===== src/sv/esds_pkg.sv =====
`timescale 1ns / 1ps
`default_nettype none

package esds_pkg;

  // descriptor tags
  localparam logic [7:0] TagEsDesc   = 8'h03;
  localparam logic [7:0] TagDecCfg   = 8'h04;
  localparam logic [7:0] TagDecSpec  = 8'h05;

  // object type indications
  localparam logic [7:0] OtiAac      = 8'h40;
  localparam logic [7:0] OtiMp3      = 8'h6B;

  // ES descriptor flag bits
  localparam int unsigned FlagDepBit = 7;
  localparam int unsigned FlagUrlBit = 6;
  localparam int unsigned FlagOcrBit = 5;

  // continuation bit of a length byte
  localparam int unsigned LenMoreBit = 7;

  // codec codes
  localparam logic [1:0] CodecUnknown = 2'd0;
  localparam logic [1:0] CodecAac     = 2'd1;
  localparam logic [1:0] CodecMp3     = 2'd2;

  localparam logic [63:0] SizeLarge = 64'd1;

endpackage

`default_nettype wire


===== src/sv/esds_box_descriptor_parser.sv =====
// esds box descriptor parser.
// Input channel (in_valid_i / in_ready_o): one byte of an esds box per item,
// box_start_i high on the first byte of a box. A start byte always aborts any
// parse in progress and is taken as the first size byte.
// Output channel (out_valid_o / out_ready_i): at most one result item per box, made
// on the byte that ends the parse (end of DecoderConfig length when that descriptor
// is absent, end of DecSpecificInfo length when not AAC with one, else the second
// AudioSpecificConfig byte). Bytes after that are dropped until the next start.
// Throughput: one byte per cycle while in_ready_o is high; the per-byte work is
// the phase decoder and a 64-bit byte accumulator, all resolved in the accept cycle.
// Latency: the result is shown the cycle after the final byte is accepted,
// held in an output register.
// Reset: parser idle, waiting for a start byte; no result pending.
// Receiver stall: input keeps flowing while the output register is empty or
// being drained; with a result held and out_ready_i low, in_ready_o drops.
// A header size of 0 is flagged on size_to_end_o, not resolved.
`timescale 1ns / 1ps
`default_nettype none

module esds_box_descriptor_parser (
  input  wire logic        clk_i,
  input  wire logic        rst_ni,
  input  wire logic        in_valid_i,
  output logic             in_ready_o,
  input  wire logic [7:0]  data_byte_i,
  input  wire logic        box_start_i,
  output logic             out_valid_o,
  input  wire logic        out_ready_i,
  output logic [63:0]      box_size_o,
  output logic             size_to_end_o,
  output logic [31:0]      box_type_o,
  output logic [7:0]       obj_type_ind_o,
  output logic [1:0]       codec_o,
  output logic [31:0]      max_bitrate_o,
  output logic [31:0]      avg_bitrate_o,
  output logic             asc_valid_o,
  output logic [4:0]       audio_object_type_o,
  output logic [3:0]       sampling_index_o,
  output logic [3:0]       channel_config_o
);
  import esds_pkg::*;

  typedef enum logic [4:0] {
    PhIdle, PhSize, PhType, PhLarge, PhVerf, PhEsTag, PhEsLen, PhEsId,
    PhEsFlags, PhDep, PhUrlLen, PhUrl, PhOcr, PhDcTag, PhDcLen, PhOti,
    PhStream, PhBuf, PhMax, PhAvg, PhDsiTag, PhDsiLen, PhAsc
  } phase_e;

  // where to go after the ES flag skips, from a given skip stage on
  function automatic phase_e flag_next(input logic [1:0] stage, input logic [7:0] flags);
    phase_e ph;
    if (stage == 2'd0 && flags[FlagDepBit]) begin
      ph = PhDep;
    end else if (stage <= 2'd1 && flags[FlagUrlBit]) begin
      ph = PhUrlLen;
    end else if (flags[FlagOcrBit]) begin
      ph = PhOcr;
    end else begin
      ph = PhDcTag;
    end
    return ph;
  endfunction

  // parser state
  phase_e      phase_q, phase_d;
  logic [3:0]  fcnt_q, fcnt_d;
  logic [63:0] fsh_q, fsh_d;
  logic [2:0]  lcnt_q, lcnt_d;
  logic [7:0]  tag_q, tag_d;
  logic [7:0]  flags_q, flags_d;
  logic [7:0]  skip_q, skip_d;
  logic [63:0] size_q, size_d;
  logic [31:0] type_q, type_d;
  logic [7:0]  oti_q, oti_d;
  logic [31:0] maxr_q, maxr_d;
  logic [31:0] avgr_q, avgr_d;
  logic        to_end_q, to_end_d;

  // state as seen by this byte (cleared by a start)
  phase_e      cur_phase;
  logic [3:0]  cur_fcnt;
  logic [63:0] cur_fsh;
  logic [2:0]  cur_lcnt;

  logic        in_acc;
  logic [63:0] sh_next;
  logic [3:0]  cnt_inc;
  logic        len_done;
  logic        emit_c;
  logic        asc_c;

  // output register
  logic        out_valid_q;
  logic [63:0] o_size_q;
  logic        o_to_end_q;
  logic [31:0] o_type_q;
  logic [7:0]  o_oti_q;
  logic [1:0]  o_codec_q;
  logic [31:0] o_maxr_q;
  logic [31:0] o_avgr_q;
  logic        o_asc_q;
  logic [15:0] o_asc_word_q;
  logic [1:0]  codec_c;

  assign in_ready_o = !out_valid_q || out_ready_i;
  assign in_acc     = in_valid_i && in_ready_o;

  always_comb begin
    // start byte wipes the parse and enters the size field
    cur_phase = box_start_i ? PhSize : phase_q;
    cur_fcnt  = box_start_i ? 4'd0 : fcnt_q;
    cur_fsh   = box_start_i ? 64'd0 : fsh_q;
    cur_lcnt  = box_start_i ? 3'd0 : lcnt_q;
    tag_d     = box_start_i ? 8'd0 : tag_q;
    flags_d   = box_start_i ? 8'd0 : flags_q;
    skip_d    = box_start_i ? 8'd0 : skip_q;
    size_d    = box_start_i ? 64'd0 : size_q;
    type_d    = box_start_i ? 32'd0 : type_q;
    oti_d     = box_start_i ? 8'd0 : oti_q;
    maxr_d    = box_start_i ? 32'd0 : maxr_q;
    avgr_d    = box_start_i ? 32'd0 : avgr_q;
    to_end_d  = box_start_i ? 1'b0 : to_end_q;

    phase_d  = cur_phase;
    fcnt_d   = cur_fcnt;
    fsh_d    = cur_fsh;
    lcnt_d   = cur_lcnt;
    emit_c   = 1'b0;
    asc_c    = 1'b0;

    sh_next  = {cur_fsh[55:0], data_byte_i};
    cnt_inc  = cur_fcnt + 4'd1;
    len_done = !data_byte_i[LenMoreBit] || (cur_lcnt == 3'd3);

    unique case (cur_phase)
      PhSize: begin
        fsh_d  = sh_next;
        fcnt_d = cnt_inc;
        if (cnt_inc == 4'd4) begin
          fcnt_d   = 4'd0;
          size_d   = {32'd0, sh_next[31:0]};
          to_end_d = (sh_next[31:0] == 32'd0);
          phase_d  = PhType;
        end
      end
      PhType: begin
        fsh_d  = sh_next;
        fcnt_d = cnt_inc;
        if (cnt_inc == 4'd4) begin
          fcnt_d  = 4'd0;
          type_d  = sh_next[31:0];
          phase_d = (size_d == SizeLarge) ? PhLarge : PhVerf;
        end
      end
      PhLarge: begin
        fsh_d  = sh_next;
        fcnt_d = cnt_inc;
        if (cnt_inc == 4'd8) begin
          fcnt_d  = 4'd0;
          size_d  = sh_next;
          phase_d = PhVerf;
        end
      end
      PhVerf: begin
        fsh_d  = sh_next;
        fcnt_d = cnt_inc;
        if (cnt_inc == 4'd4) begin
          fcnt_d  = 4'd0;
          phase_d = PhEsTag;
        end
      end
      PhEsTag: begin
        tag_d   = data_byte_i;
        phase_d = PhEsLen;
      end
      PhEsLen: begin
        lcnt_d = cur_lcnt + 3'd1;
        if (len_done) begin
          lcnt_d  = 3'd0;
          phase_d = PhEsId;
        end
      end
      PhEsId: begin
        fsh_d  = sh_next;
        fcnt_d = cnt_inc;
        if (cnt_inc == 4'd2) begin
          fcnt_d  = 4'd0;
          phase_d = (tag_d == TagEsDesc) ? PhEsFlags : PhDcTag;
        end
      end
      PhEsFlags: begin
        flags_d = data_byte_i;
        phase_d = flag_next(2'd0, data_byte_i);
      end
      PhDep: begin
        fsh_d  = sh_next;
        fcnt_d = cnt_inc;
        if (cnt_inc == 4'd2) begin
          fcnt_d  = 4'd0;
          phase_d = flag_next(2'd1, flags_d);
        end
      end
      PhUrlLen: begin
        skip_d  = data_byte_i;
        phase_d = (data_byte_i != 8'd0) ? PhUrl : flag_next(2'd2, flags_d);
      end
      PhUrl: begin
        skip_d = skip_d - 8'd1;
        if (skip_d == 8'd0) begin
          phase_d = flag_next(2'd2, flags_d);
        end
      end
      PhOcr: begin
        fsh_d  = sh_next;
        fcnt_d = cnt_inc;
        if (cnt_inc == 4'd2) begin
          fcnt_d  = 4'd0;
          phase_d = PhDcTag;
        end
      end
      PhDcTag: begin
        tag_d   = data_byte_i;
        phase_d = PhDcLen;
      end
      PhDcLen: begin
        lcnt_d = cur_lcnt + 3'd1;
        if (len_done) begin
          lcnt_d = 3'd0;
          if (tag_d == TagDecCfg) begin
            phase_d = PhOti;
          end else begin
            emit_c  = 1'b1;
            phase_d = PhIdle;
          end
        end
      end
      PhOti: begin
        oti_d   = data_byte_i;
        phase_d = PhStream;
      end
      PhStream: begin
        phase_d = PhBuf;
      end
      PhBuf: begin
        fsh_d  = sh_next;
        fcnt_d = cnt_inc;
        if (cnt_inc == 4'd3) begin
          fcnt_d  = 4'd0;
          phase_d = PhMax;
        end
      end
      PhMax: begin
        fsh_d  = sh_next;
        fcnt_d = cnt_inc;
        if (cnt_inc == 4'd4) begin
          fcnt_d  = 4'd0;
          maxr_d  = sh_next[31:0];
          phase_d = PhAvg;
        end
      end
      PhAvg: begin
        fsh_d  = sh_next;
        fcnt_d = cnt_inc;
        if (cnt_inc == 4'd4) begin
          fcnt_d  = 4'd0;
          avgr_d  = sh_next[31:0];
          phase_d = PhDsiTag;
        end
      end
      PhDsiTag: begin
        tag_d   = data_byte_i;
        phase_d = PhDsiLen;
      end
      PhDsiLen: begin
        lcnt_d = cur_lcnt + 3'd1;
        if (len_done) begin
          lcnt_d = 3'd0;
          if (oti_d == OtiAac && tag_d == TagDecSpec) begin
            phase_d = PhAsc;
          end else begin
            emit_c  = 1'b1;
            phase_d = PhIdle;
          end
        end
      end
      PhAsc: begin
        fsh_d  = sh_next;
        fcnt_d = cnt_inc;
        if (cnt_inc == 4'd2) begin
          fcnt_d  = 4'd0;
          emit_c  = 1'b1;
          asc_c   = 1'b1;
          phase_d = PhIdle;
        end
      end
      default: begin
        phase_d = PhIdle;
      end
    endcase
  end

  always_comb begin
    if (oti_d == OtiAac) begin
      codec_c = CodecAac;
    end else if (oti_d == OtiMp3) begin
      codec_c = CodecMp3;
    end else begin
      codec_c = CodecUnknown;
    end
  end

  // parser state: only the phase and counters need a reset, the rest is
  // cleared by the start byte
  always_ff @(posedge clk_i or negedge rst_ni) begin
    if (!rst_ni) begin
      phase_q <= PhIdle;
      fcnt_q  <= 4'd0;
      lcnt_q  <= 3'd0;
    end else if (in_acc) begin
      phase_q <= phase_d;
      fcnt_q  <= fcnt_d;
      lcnt_q  <= lcnt_d;
    end
  end

  always_ff @(posedge clk_i) begin
    if (in_acc) begin
      fsh_q    <= fsh_d;
      tag_q    <= tag_d;
      flags_q  <= flags_d;
      skip_q   <= skip_d;
      size_q   <= size_d;
      type_q   <= type_d;
      oti_q    <= oti_d;
      maxr_q   <= maxr_d;
      avgr_q   <= avgr_d;
      to_end_q <= to_end_d;
    end
  end

  // result register
  always_ff @(posedge clk_i or negedge rst_ni) begin
    if (!rst_ni) begin
      out_valid_q <= 1'b0;
    end else if (in_acc && emit_c) begin
      out_valid_q <= 1'b1;
    end else if (out_ready_i) begin
      out_valid_q <= 1'b0;
    end
  end

  always_ff @(posedge clk_i) begin
    if (in_acc && emit_c) begin
      o_size_q     <= size_d;
      o_to_end_q   <= to_end_d;
      o_type_q     <= type_d;
      o_oti_q      <= oti_d;
      o_codec_q    <= codec_c;
      o_maxr_q     <= maxr_d;
      o_avgr_q     <= avgr_d;
      o_asc_q      <= asc_c;
      o_asc_word_q <= asc_c ? sh_next[15:0] : 16'd0;
    end
  end

  assign out_valid_o         = out_valid_q;
  assign box_size_o          = o_size_q;
  assign size_to_end_o       = o_to_end_q;
  assign box_type_o          = o_type_q;
  assign obj_type_ind_o      = o_oti_q;
  assign codec_o             = o_codec_q;
  assign max_bitrate_o       = o_maxr_q;
  assign avg_bitrate_o       = o_avgr_q;
  assign asc_valid_o         = o_asc_q;
  assign audio_object_type_o = o_asc_word_q[15:11];
  assign sampling_index_o    = o_asc_word_q[10:7];
  assign channel_config_o    = o_asc_word_q[6:3];

`ifndef ASSERT_OFF
  // a fresh result always follows an accepted byte
  a_result_from_byte: assert property (@(posedge clk_i) disable iff (!rst_ni)
    $rose(out_valid_q) |-> $past(in_valid_i && in_ready_o))
    else $error("result without an accepted byte");

  // parser is idle once a result has been made
  a_idle_after_result: assert property (@(posedge clk_i) disable iff (!rst_ni)
    $rose(out_valid_q) |-> phase_q == PhIdle)
    else $error("parser not idle after result");

  // AudioSpecificConfig is only read for AAC
  a_asc_is_aac: assert property (@(posedge clk_i) disable iff (!rst_ni)
    out_valid_o && asc_valid_o |-> codec_o == CodecAac)
    else $error("asc_valid without AAC codec");

  // header size of 0 leaves box size 0
  a_to_end_size: assert property (@(posedge clk_i) disable iff (!rst_ni)
    out_valid_o && size_to_end_o |-> box_size_o == 64'd0)
    else $error("size_to_end with non-zero box size");

  // without a config read the AAC fields are zero
  a_asc_zero: assert property (@(posedge clk_i) disable iff (!rst_ni)
    out_valid_o && !asc_valid_o |-> audio_object_type_o == 5'd0 &&
      sampling_index_o == 4'd0 && channel_config_o == 4'd0)
    else $error("AAC fields set without config");
`endif

endmodule

`default_nettype wire


===== config.mk =====
export PLATFORM = sky130hd
export DESIGN_NAME = esds_box_descriptor_parser
export DESIGN_NICKNAME = d
export VERILOG_FILES = /design/src/sv/esds_pkg.sv /design/src/sv/esds_box_descriptor_parser.sv
export SDC_FILE = /design/constraint.sdc
export NUM_CORES = 1
export LEC_CHECK = 0
export BUFFER_PORTS_ARGS = -buffer_cell sky130_fd_sc_hd__buf_2
export CAP_MARGIN = 20
export CORE_MARGIN = 4
export CORE_UTILIZATION = 55
export DETAILED_ROUTE_END_ITERATION = 7
export GPL_TIMING_DRIVEN = 0
export HOLD_SLACK_MARGIN = 0.1
export PLACE_DENSITY = 0.75
export SLEW_MARGIN = 20
export SYNTH_ARGS = -nofsm -noshare
export SYNTH_HDL_FRONTEND = slang
export SYNTH_SLANG_ARGS = --single-unit

===== constraint.sdc =====
create_clock -name clk_i -period 13.2 [get_ports clk_i]
set_clock_uncertainty 0.1 [all_clocks]
set_input_delay 2.64 -clock clk_i [delete_from_list [all_inputs] [get_ports clk_i]]
set_output_delay 2.64 -clock clk_i [all_outputs]
set_load 0.02 [all_outputs]

======== After elaboration in Yosys (flattened, before gate mapping) ========
Cells that the tools add are included.
operators by class
  mux-type cells .......................... 72
  reductions and logical operators ........ 16
  add/sub/neg operators ................... 3
  equal/unequal tests ..................... 34
operators with widths
  cell                                                              number
  32-bit two-way mux                                                9
  64-bit two-way mux                                                3
  64-bit one-hot mux with 2 select lines                            1
  56-bit two-way mux                                                2
  5-bit one-hot mux with 22 select lines                            1
  5-bit two-way mux                                                 18
  64-bit by 1-bit == test with 1-bit output, second input constant  1
  5-bit by 4-bit == test with 1-bit output, second input constant   8
  8-bit two-way mux                                                 5
  5-bit == test, second input constant                              7
  32-bit zero test                                                  1
  8-bit by 7-bit == test with 1-bit output, second input constant   3
  3-bit two-way mux                                                 8
  4-bit two-way mux                                                 6
  5-bit by 3-bit == test with 1-bit output, second input constant   4
  8-bit by 3-bit == test with 1-bit output, second input constant   2
  4-bit one-hot mux with 4 select lines                             1
  8-bit one-hot mux with 2 select lines                             1
  7-bit two-way mux                                                 2
  1-bit two-way mux                                                 13
  11-bit OR reduction                                               1
  5-bit by 2-bit == test with 1-bit output, second input constant   2
  4-bit by 2-bit == test with 1-bit output, second input constant   2
  8-bit by 2-bit == test with 1-bit output, second input constant   1
  18 further kinds                                                  23
storage, ports and cells
  word-level logic and storage cells ...... 148
  input port bits ......................... 13
  register bits after elaboration ......... 444

======== Depth between registers and ports, before layout ========
Gate-level depths: netlist (run 1).
  depth after elaboration ................. 8
  gate-level depth with buffers ........... 18
  mapped depth without buffers ............ 10

======== Worst setup path after synthesis (run 1) ========
OpenSTA, ideal clock, no wires.
  path type ............................... input to register
  start point ............................. input port box_start_i
  end point ............................... register o_asc_q, in the netlist asc_valid_o (enable)
  data required time ...................... 12.367 ns
  path slack .............................. -0.298 ns
  cell stages on the path ................. 16
  buffers on the path ..................... 7
  setup time .............................. 0.733 ns
  arrival time ............................ 12.665 ns
  path through ............................ buf_6 > buf_2 > inv_1 > buf_2 > buf_2 > buf_1 > nand2_1 > inv_1 > ha_1 > buf_2 > nand4b_1 > o32ai_1 > buf_2 > and2_1 > a211oi_1 > nor2_1
on the way
  longest elaborated chain between the ends .. 7
ends and longest elaborated chain
  element                                                                                         line                               RTL
  from (decl)                                                                                     esds_box_descriptor_parser.sv:26   input wire logic box_start_i,
  parallel branches: the longest is 5 deep, another holds 4-bit by 1-bit adder with 4-bit output  n/a
  1-bit one-hot mux with 3 select lines *                                                         esds_box_descriptor_parser.sv:135  unique case (cur_phase)
  1-bit logical AND *                                                                             esds_box_descriptor_parser.sv:353  if (in_acc && emit_c) begin
  to (signal assigned)                                                                            esds_box_descriptor_parser.sv:361  o_asc_q <= asc_c;
  to (decl)                                                                                       esds_box_descriptor_parser.sv:101  logic o_asc_q;
Every way passes the cells marked *.
A chain may end at the register's enable or synchronous reset.

======== Final worst setup path (run 1) ========
  start point ............................. input port box_start_i
  end point ............................... register o_maxr_q[27], in the netlist max_bitrate_o[27] (enable)
on the way
  longest elaborated chain between the ends .. 7
ends and longest elaborated chain
  element                                                                                         line                               RTL
  parallel branches: the longest is 5 deep, another holds 4-bit by 1-bit adder with 4-bit output  n/a
  1-bit one-hot mux with 3 select lines *                                                         esds_box_descriptor_parser.sv:135
  1-bit logical AND *                                                                             esds_box_descriptor_parser.sv:353
  to (signal assigned)                                                                            esds_box_descriptor_parser.sv:359  o_maxr_q <= maxr_d;
  to (decl)                                                                                       esds_box_descriptor_parser.sv:99   logic [31:0] o_maxr_q;
Marked as above.

==> results of run 1 <==
-- layout make-up --
cell class                 count  area (um^2)  area share
sequential                   441        13200       0.592
multi-input combinational    988         5150       0.232
timing repair buffer         207         1220      0.0548
clock buffer                  52         1190      0.0537
tap                          448          561      0.0252
buffer                       114          515      0.0232
clock inverter                32          332      0.0149
inverter                      22         87.6     0.00394
antenna                        1         2.50    0.000113
-- cells by family (layout without fill, tap and decap cells) --
family / after synthesis / after routing
AND/OR/NAND/NOR: 635 / 635
other: 0 / 1
multiplexers: 6 / 6
AO/OA/AOI/OAI: 339 / 339
XOR/XNOR: 1 / 1
flip-flops: 441 / 441
buffers and inverters: 136 / 427
adder cells (fa/ha/maj): 7 / 7
-- metrics by stage --
| step | worst slack (ps) | area [um^2] |
|---|---|---|
| final | 5940 | 22200 |
| after global routing | 5610 | 22200 |
| after CTS | 5950 | 22200 |
| after detailed placement | 5390 | 20700 |
| after global placement | -875 | 20500 |
| after floorplan | 2840 | 18900 |
-- placed cells by master, fill, tap and decap left out, drive strengths merged, types with 26 or more instances in the layout --
cell type,instances
nand2,389
nand3,34
o21ai,83
edfxtp,428
a21oi,160
nor2,59
nor4,34
clkbuf,115
clkinv,26
a22oi,35
buf,258
-- critical path, cell delays in order --
cell      delay [ps]
buf_2            140
buf_6            150
buf_2            220
inv_1            290
buf_2            350
buf_2            370
buf_1            590
nand2_1          150
inv_1            120
ha_1             150
buf_2            190
nand4b_1         110
o32ai_1          400
buf_2            320
and2_1           210
a211oi_1         110
nor2_4           190
buf_12           210
buf_12           220
buf_12           220
-- power by group through the flow --
stage / Clock, W / Combinational [W] / Sequential (W)
floorplan: 0 / 0.000338 / 0.00172
CTS: 0.00132 / 0.000502 / 0.00171
global route: 0.00138 / 0.000555 / 0.00172
finish: 0.00131 / 0.000515 / 0.00171
global placement: 0 / 0.000488 / 0.00175
detailed placement: 0 / 0.000499 / 0.00174
-- registers in the layout (all words and copies together), names as in the netlist, 13 cells and up --
register	count
type_q	32
maxr_q	32
max_bitrate_o	32
box_type_o	32
size_q	64
fsh_q	56
avg_bitrate_o	32
avgr_q	32
o_asc_word_q	13
box_size_o	64
-- worst max-delay path by stage --
| stage | start | endpoint | slack [ps] |
|---|---|---|---|
| 2_1_floorplan | box_start_i | asc_valid_o | 2840 |
| 3_3_place_gp | out_ready_i | phase_q[0] | -870 |
| 3_5_place_dp | box_start_i | box_type_o[29] | 5390 |
| 4_1_cts | box_start_i | max_bitrate_o[27] | 5950 |
| 5_1_grt | box_start_i | box_size_o[25] | 5610 |
| 6_report | box_start_i | max_bitrate_o[27] | 5940 |
-- metal layers --
layer  share of wire  wire (um)  GRT usage  vias up
li1                -          -          -     6274
met3           0.097       5250     0.0626      110
met5         0.00024         13          0        -
met1            0.41      22100      0.396     6880
met2            0.47      25200      0.435      826
met4           0.029       1550     0.0805        2
==> metrics, run 1 <==
syn avg cell area between 10 and 15 um^2; Tot Pwr 0.00354 W; post-layout min period 7260 ps; syn_nets between 1500 and 2000; Sequential Power Share 0.485; Post-Synth XOR/XNOR Area 0.000463; Synth Warn # 0; largest net degree at the start of global routing 84; gr ovfl total 0; register area share after synthesis 0.697; Iteration-0 DRC Markers 1885; initial antenna violation count 1; Static Leak 8.22 nW; fill count 2509; Net Switching 0.000979 W; Fmax approximately 140 MHz; root buf cell clkbuf_16; Worst setup EP type flip-flop; crit path kind in -> reg; clk sinks 441; first-pass GRT wire length just over 80000 um; postcts setup bufs 0; Worst Hold Class reg -> reg; Required @ worst endpoint 13350 ps; Switching Fraction 0.277; vias in the first global route 13400; IO buf count 196; hold path start lcnt_q[1]; Max Root-Sink Buffers 3; antenna-violating nets left 0; Layout Utilization 0.660; Final setup viols 0; CTS clk-pin slew, worst paths 60 ps; CTS Buf Count 45; post-DP HPWL 37000 um; share of layout cells above drive strength 1 0.188; synthesized instance count between 1500 and 2000; Worst Path Max Fanout 30; H-Tree Level Count 2; DR vias/cell 6.11; max-slew violation count 0; PwrDens 159 nW/um^2; Post-Syn Area 18900 um^2; Hold Path End lcnt_q[1]; R2R cell count 10; post-route DRC violation count 0; die height between 150 and 200 um; core region area 33700 um^2; EDFF count, synth 428; WP data arrival 7410 ps; Cell Count, Final, Fillers Out 2305; Worst Setup Start Kind primary input; Die Span X slightly below 200 um; vias 14100; Synth top cells by count edfxtp_1 (428), nand2_1 (387), a21oi_1 (160); fin crit share 0.550; DRT Pass-1 Iters 6; worst hold stages 1; area leader, netlist edfxtp_1; Final Hold Fails 0; area growth from synthesis to layout 17.6%; Top Ports 200; Yosys cell types between 80 and 90; Synth top area share 0.679; reg2reg end max_bitrate_o[27]; post-CTS sizing 0; top-count cell post-synth edfxtp_1; VDD IR-drop max 0.104 mV; top_reg_cell synth edfxtp_1; Slew @ Worst Pin between 900 and 1000 ps; multiplexer share of the synthesized area 0.00331; Internal Power 0.00256 W; routed length per instance 23.5 um; Final GP Congestion 0.910; Comb pwr share 0.145; dpl cells 2220; Synth Area in Compound Gates 0.109; Initial Util 0.561; largest family of logic cells by synthesized area simple AND/OR/NAND/NOR gates; top cells by area, synth edfxtp_1 (68%), nand2_1 (7.7%), a21oi_1 (4.2%); Synth Area in Adders 0.00463; total negative slack 0 ps; reg-to-reg startpoint phase_q[3]; status finished clean; Synth Area in Simple Gates 0.154; row count 67; final wirelength 54200 um; Worst-Skew Late Latency 560 ps; Clk pwr share 0.370; final net count approximately 1800; Hold WS 380 ps; Seq cells post-synth about 440; ys async rst share 0.0295; max cap viols 0; hold buffer count at cts 0; RSZ-0062 raised after global routing no; Max-slew headroom 0.368; die area between 30000 and 40000 um^2; CTS tree built; r2r setup slk between 9000 and 10000 ps; Total Routing Usage GR 0.278
(Power assumes the default switching activity.)
==> run 2: changes to the inputs <==
--- a/config.mk
+++ b/config.mk
@@ -5,6 +5,7 @@
 export SDC_FILE = /design/constraint.sdc
 export NUM_CORES = 1
 export LEC_CHECK = 0
+export ABC_AREA = 1
 export BUFFER_PORTS_ARGS = -buffer_cell sky130_fd_sc_hd__buf_2
 export CAP_MARGIN = 20
 export CORE_MARGIN = 4
==> constraint.sdc (replaced) <==
create_clock -name clk_i -period 7.2 [get_ports clk_i]
set_clock_uncertainty 0.1 [all_clocks]
set_input_delay 1.44 -clock clk_i [delete_from_list [all_inputs] [get_ports clk_i]]
set_output_delay 1.44 -clock clk_i [all_outputs]
set_load 0.02 [all_outputs]
==> run 2 against run 1 <==
Net effect: register-to-register slack got worse by 6300 ps; area after synthesis is 0.17% lower; non-clock buffer count decreased by 32; wire length shrank 5.5%; power rose by 73%; worst hold slack better by 30 ps; global-route usage fell by 1.2 points; die area fell by 0.17%; critical path type unchanged; critical endpoint is now max_bitrate_o[24].
==> metrics, run 2 <==
status finished clean; root buf cell clkbuf_16; DRT Pass-1 Iters 5 (-1); Hold WS 410 ps (+29.9 ps); Initial Util 0.560 (-0.000965); core region area 33700 um^2 (unchanged); Max Root-Sink Buffers 3 (unchanged); crit-path cells buf_2, inv_4, buf_6, buf_2, buf_2, buf_2, nand2_1, ha_1, nor2_1, inv_1, nand3_1, o311ai_0, nand2_1, clkinvlp_4, buf_12, buf_16, buf_12; CTS clk-pin slew, worst paths 60 ps (about the same); commonest non-fill, non-tap cell in the layout edfxtp_1; Die Span X 193 um (about the same); first-pass GRT wire length 78100 um (-4.1%); post-CTS sizing 0 (unchanged); Top Ports 200 (unchanged); Worst Hold Class reg -> reg; Worst Setup Start Kind primary input; IO buf count 199 (+1.5%); clk sinks 441 (unchanged); WP data arrival 5640 ps (-1770 ps); syn avg cell area 12.2 um^2 (+0.99%); most frequent cells in the layout edfxtp_1 (428), nand2_1 (235), buf_2 (221), nand3_1 (208), o21ai_0 (170); VDD IR-drop max 0.188 mV (+81%); RSZ-0062 raised after global routing no; Post-Syn Area 18900 um^2 (-0.17%); Yosys cell types 35 (-59%); ys async rst share 0.0295 (unchanged); CTS Buf Count 45 (unchanged); EDFF count, synth 428 (unchanged); Final Hold Fails 0 (unchanged); syn_nets 1567 (-1.1%); Worst Path Max Fanout 37 (+23%); final wirelength 51200 um (-5.5%); DR vias/cell 5.97 (-2.3%); Slew @ Worst Pin 834 ps (-110 ps); antenna-violating nets left 0 (unchanged); fin crit share 0.756; Iteration-0 DRC Markers 1621 (-14%); vias in the first global route 13300 (-0.96%); Synth Warn # 0 (unchanged); max-slew violation count 0 (unchanged); H-Tree Level Count 2 (unchanged); largest net degree at the start of global routing 142 (+69%); Tot Pwr 0.00613 W (+73%); Worst setup EP type flip-flop; Final GP Congestion 0.948 (+4.2%); slowest CP cell clkinvlp_4; Required @ worst endpoint 7400 ps (-5950 ps); Worst-Skew Late Latency 560 ps (about the same); Max-slew headroom 0.444 (+0.0767); routed length per instance 22.4 um (-4.6%); Static Leak 8.54 nW (+3.9%); synthesized instance count 1547 (-1.2%); share of layout cells above drive strength 1 0.247 (+0.0594); hold buffer count at cts 0 (unchanged); die height 193 um (about the same); die area 37400 um^2 (-0.17%); CTS tree built; area leader, netlist edfxtp_1; placed inst area 20600 um^2 (-0.55%); Synth top cells by count edfxtp_1 (428), nand2_1 (235), nand3_1 (208); post-layout min period around 5400 ps; top-count cell post-synth edfxtp_1; final net count 1819 (-1.1%); top_reg_cell synth edfxtp_1; PwrDens 276 nW/um^2 (+73%); Total Routing Usage GR 0.266 (-0.0119); row count 67 (unchanged); area growth from synthesis to layout 17.7% (about the same); gr ovfl total 0 (unchanged); postcts setup bufs 0 (unchanged); top cells by area, synth edfxtp_1 (68%), nand3_1 (5.5%), nand2_1 (4.7%); post-route DRC violation count 0 (unchanged); number of diodes 0 (-1); max cap viols 0 (unchanged); Seq cells post-synth 441 (unchanged); Final setup viols 0 (unchanged); Synth top area share 0.681 (+0.00117); fill count 2615 (+4.2%); Fmax 184 MHz; post-DP HPWL 35700 um (-3.6%); Most common cell on crit path buf_2; design area 22200 um^2 (about the same); initial antenna violation count 1 (unchanged); Layout Utilization 0.659 (about the same); Worst path max stage delay 570 ps (-20 ps); vias 13600 (-3.3%); register area share after synthesis 0.698 (+0.00120); crit path kind in -> reg
-- run 2: per-layer routing --
metal	track usage	up-vias	share of wire
li1	-	6160	-
met5	0	-	0
met1	0.366	6651	0.40
met3	0.0602	115	0.090
met4	0.0881	0	0.034
met2	0.426	707	0.48
-- run 2: area by class of cell --
| class | count | area (um^2) | share of cell area |
|---|---|---|---|
| sequential | 441 | 13200 | 0.593 |
| multi-input combinational | 937 | 4920 | 0.221 |
| clock buffer | 48 | 1180 | 0.0530 |
| timing repair buffer | 205 | 1130 | 0.0509 |
| tap | 448 | 561 | 0.0252 |
| buffer | 84 | 484 | 0.0218 |
| clock inverter | 35 | 443 | 0.0199 |
| inverter | 85 | 328 | 0.0148 |
-- run 2: power by group --
group | leakage, nW | internal (W) | total (W) | switching (W)
combinational | 3.36 | 0.000166 | 0.000581 | 0.000415
clock | 0.792 | 0.00152 | 0.00253 | 0.00101
sequential | 4.39 | 0.00296 | 0.00302 | 0.0000579
-- run 2: through the flow --
stage                     setup slack [ps]  TNS (ps)  instances
after CTS                             1780         0       2283
after global placement               -1410   -255810       2194
after detailed placement              1190         0       2200
after floorplan                        699         0       1547
final                                 1760         0       2283
after global routing                  1430         0       2283
-- run 2: kinds of logic after synthesis --
group	share of synthesized area
AND/OR/NAND/NOR	0.160
AO/OA/AOI/OAI	0.0960
buffers and inverters	0.0417
adder cells (fa/ha/maj)	0.00464
flip-flops	0.698
-- run 2: path summary, 6_finish.rpt --
path | startpoint | endpoint | slack, ps | cells after the start
max reg2reg | fcnt_q[0] | max_bitrate_o[24] | 3370 | 16
max in group asynchronous | rst_ni | phase_q[4] | 6020 | 1
max | box_start_i | max_bitrate_o[24] | 1760 | 17
min | lcnt_q[2] | lcnt_q[2] | 410 | 1
min reg2reg | lcnt_q[2] | lcnt_q[2] | 410 | 1
min in group asynchronous | rst_ni | out_valid_o | 700 | 1
-- run 2: worst max-delay path, delay by kind of cell --
family / cells / cell delay [ps]
simple gates: 4 / 710
buf+inv: 11 / 2960
fa+ha+maj: 1 / 210
compound gates: 1 / 230
==> run 3: changes to the inputs <==
--- a/config.mk
+++ b/config.mk
@@ -5,15 +5,15 @@
 export SDC_FILE = /design/constraint.sdc
 export NUM_CORES = 1
 export LEC_CHECK = 0
-export ABC_AREA = 1
+export ABC_AREA = 0
 export BUFFER_PORTS_ARGS = -buffer_cell sky130_fd_sc_hd__buf_2
 export CAP_MARGIN = 20
 export CORE_MARGIN = 4
-export CORE_UTILIZATION = 55
+export CORE_UTILIZATION = 53
 export DETAILED_ROUTE_END_ITERATION = 7
 export GPL_TIMING_DRIVEN = 0
 export HOLD_SLACK_MARGIN = 0.1
-export PLACE_DENSITY = 0.75
+export PLACE_DENSITY = 0.76
 export SLEW_MARGIN = 20
 export SYNTH_ARGS = -nofsm -noshare
 export SYNTH_HDL_FRONTEND = slang
==> constraint.sdc (replaced) <==
create_clock -name clk_i -period 4.6 [get_ports clk_i]
set_clock_uncertainty 0.1 [all_clocks]
set_input_delay 0.92 -clock clk_i [delete_from_list [all_inputs] [get_ports clk_i]]
set_output_delay 0.92 -clock clk_i [all_outputs]
set_load 0.02 [all_outputs]
==> run 3 against run 2 <==
Net effect: non-clock buffer count up 32; register-to-register slack got worse by 2300 ps; final cell count increased by 1.0%; sequential power up 63%; flip-flop and latch count unchanged; critical path depth unchanged; count of clock-buffer cells in the layout grew 2; worst setup slack lost 1600 ps; power up 63%; wire length up 6.8%; core utilization is 2.1 points lower; largest cell class unchanged.
==> metrics, run 3 (same netlist as run 1, synthesis figures left out) <==
status finished clean; VDD IR-drop max 0.291 mV (+55%); number of diodes 0 (unchanged); Comb pwr share 0.146 (+0.051); routed length per instance 23.7 um (+5.8%); Internal Power 0.00720 W (+55%); Sequential Power Share 0.493 (about the same); CTS tree built; slowest CP cell clkbuf_1; row count 68 (+1.5%); Worst-Skew Late Latency 560 ps (about the same); Static Leak 8.20 nW (-4.0%); max-slew violation count 0 (unchanged); core region area 34900 um^2 (+3.5%); Max-slew headroom 0.337 (-0.107); IO buf count 196 (-1.5%); area growth from synthesis to layout 17.7% (about the same); Final setup viols 0 (unchanged); commonest non-fill, non-tap cell in the layout edfxtp_1; Worst path max stage delay 580 ps (about the same); Worst Path Max Fanout 10 (-73%); vias in the first global route 13700 (+2.9%); max cap viols 0 (unchanged); register area 13200 um^2 (unchanged); initial antenna violation count 0 (-1); Total Routing Usage GR 0.276 (+0.0105); RSZ-0062 raised after global routing no; fin crit share 0.955; r2r setup slk 1040 ps (-2330 ps); antenna-violating nets left 0 (unchanged); root buf cell clkbuf_16; largest net degree at the start of global routing 132 (-7.0%); post-DP HPWL 37600 um (+5.5%); Iteration-0 DRC Markers 1974 (+22%); post-layout min period 4390 ps; share of layout cells above drive strength 1 0.196 (-0.0513); fill count 2687 (+2.8%); total negative slack 0 ps (unchanged); post-route DRC violation count 0 (unchanged); CP top delay family buffers and inverters; die area 38800 um^2 (+3.8%); WP data arrival 4550 ps (-1090 ps); Layout Utilization 0.638 (-0.0209); first-pass GRT wire length 82300 um (+5.4%); Worst setup EP type flip-flop; Slew @ Worst Pin 988 ps (+155 ps); Most common cell on crit path buf_6; most frequent cells in the layout edfxtp_1 (428), nand2_1 (385), buf_2 (227), a21oi_1 (160), o21ai_0 (72); DRT Pass-1 Iters 6 (+1); gr ovfl total 0 (unchanged); CTS clk-pin slew, worst paths 70 ps (about the same); Net Switching 0.00280 W (+89%); CTS Buf Count 44 (-2.2%); Multi-input gate area 5200 um^2 (+5.7%); Initial Util 0.542 (-0.0181); Worst Setup Start Kind primary input; crit path kind in -> reg; Clk pwr share 0.361 (-0.052); Final GP Congestion 0.928 (-2.2%); Fmax roughly 230 MHz; Max Root-Sink Buffers 3 (unchanged); Worst Hold Class in -> async; final net count 1838 (+1.0%); vias 14100 (+3.4%); final wirelength 54700 um (+6.8%); Top Ports 200 (unchanged); H-Tree Level Count 2 (unchanged); die height 197 um (+1.9%); crit-path cells buf_2, buf_6, buf_8, inv_6, buf_6, buf_6, buf_6, nand2_4, inv_2, ha_4, buf_6, clkinv_1, nor2_1, and3_1, clkbuf_1, clkbuf_1, o21ai_0; Switching Fraction 0.280 (+0.0380); clk sinks 441 (unchanged); Required @ worst endpoint 4750 ps (-2650 ps); Worst Path Buf+Inv 12 (+1); PwrDens 449 nW/um^2 (+63%); DR vias/cell 6.11 (+2.4%); Die Span X 197 um (+1.9%); Final Hold Fails 0 (unchanged)
run 3: cell count changes in the layout (fill, tap and decap cells not counted), sizes merged, moves of 34 or more:
cell	change
a21oi	+151
a22oi	+35
clkbuf	+34
inv	-58
nand2	+141
nand3	-213
o21ai	-199
run 3: power groups by stage:
stage          clock [W]  combinational (W)  sequential (W)
3_3_place_gp           0            0.00140         0.00499
2_1_floorplan          0           0.000988         0.00491
4_1_cts          0.00364            0.00143         0.00491
3_5_place_dp           0            0.00142         0.00499
5_1_grt          0.00382            0.00159         0.00494
6_report         0.00361            0.00146         0.00493
run 3: worst paths after layout:
check / from / to / cells past startpoint
worst min-delay path: rst_ni / lcnt_q[2] / 1
worst min register to register: lcnt_q[2] / lcnt_q[2] / 2
min in group clk_i: lcnt_q[2] / lcnt_q[2] / 2
worst max register to register: phase_q[3] / box_size_o[33] / 11
max in group asynchronous: rst_ni / fcnt_q[3] / 1
worst max-delay path: box_start_i / avgr_q[1] / 17
run 3: metrics by stage:
step           area (um^2)  std cells  setup WS (ps)  power, W  hold slack, ps
2_1_floorplan        19000       1565          -1390   0.00590             344
3_3_place_gp         20600       2216          -3530   0.00639             361
3_5_place_dp         20800       2226          -1150   0.00642             367
4_1_cts              22300       2304            100   0.00998             169
5_1_grt              22300       2306           95.1    0.0103             189
6_report             22300       2306            207    0.0100             183
run 3: layout make-up:
class / count / area share
clock inverters: 29 / 0.0140
flip-flops and latches: 441 / 0.592
clock buffers: 50 / 0.0504
repair buffers: 208 / 0.0548
plain buffers: 113 / 0.0248
inverters: 22 / 0.00522
well taps: 455 / 0.0256
multi-input cells: 988 / 0.233
run 3: layer usage:
layer | global-route usage | share of wire | wire, um
met5 | 0 | 0 | 0
met4 | 0.105 | 0.039 | 2110
met3 | 0.0479 | 0.10 | 5580
met2 | 0.428 | 0.46 | 25200
met1 | 0.397 | 0.40 | 21800
run 3: timing repair:
| action | CTS | global route |
|---|---|---|
| resized for setup | 1 | 1 |
| cloned | 0 | 0 |
| setup buffers | 0 | 2 |
| hold buffers | 0 | 0 |
| setup endpoints to repair | 180 | 30 |
| pin swaps | 0 | 1 |
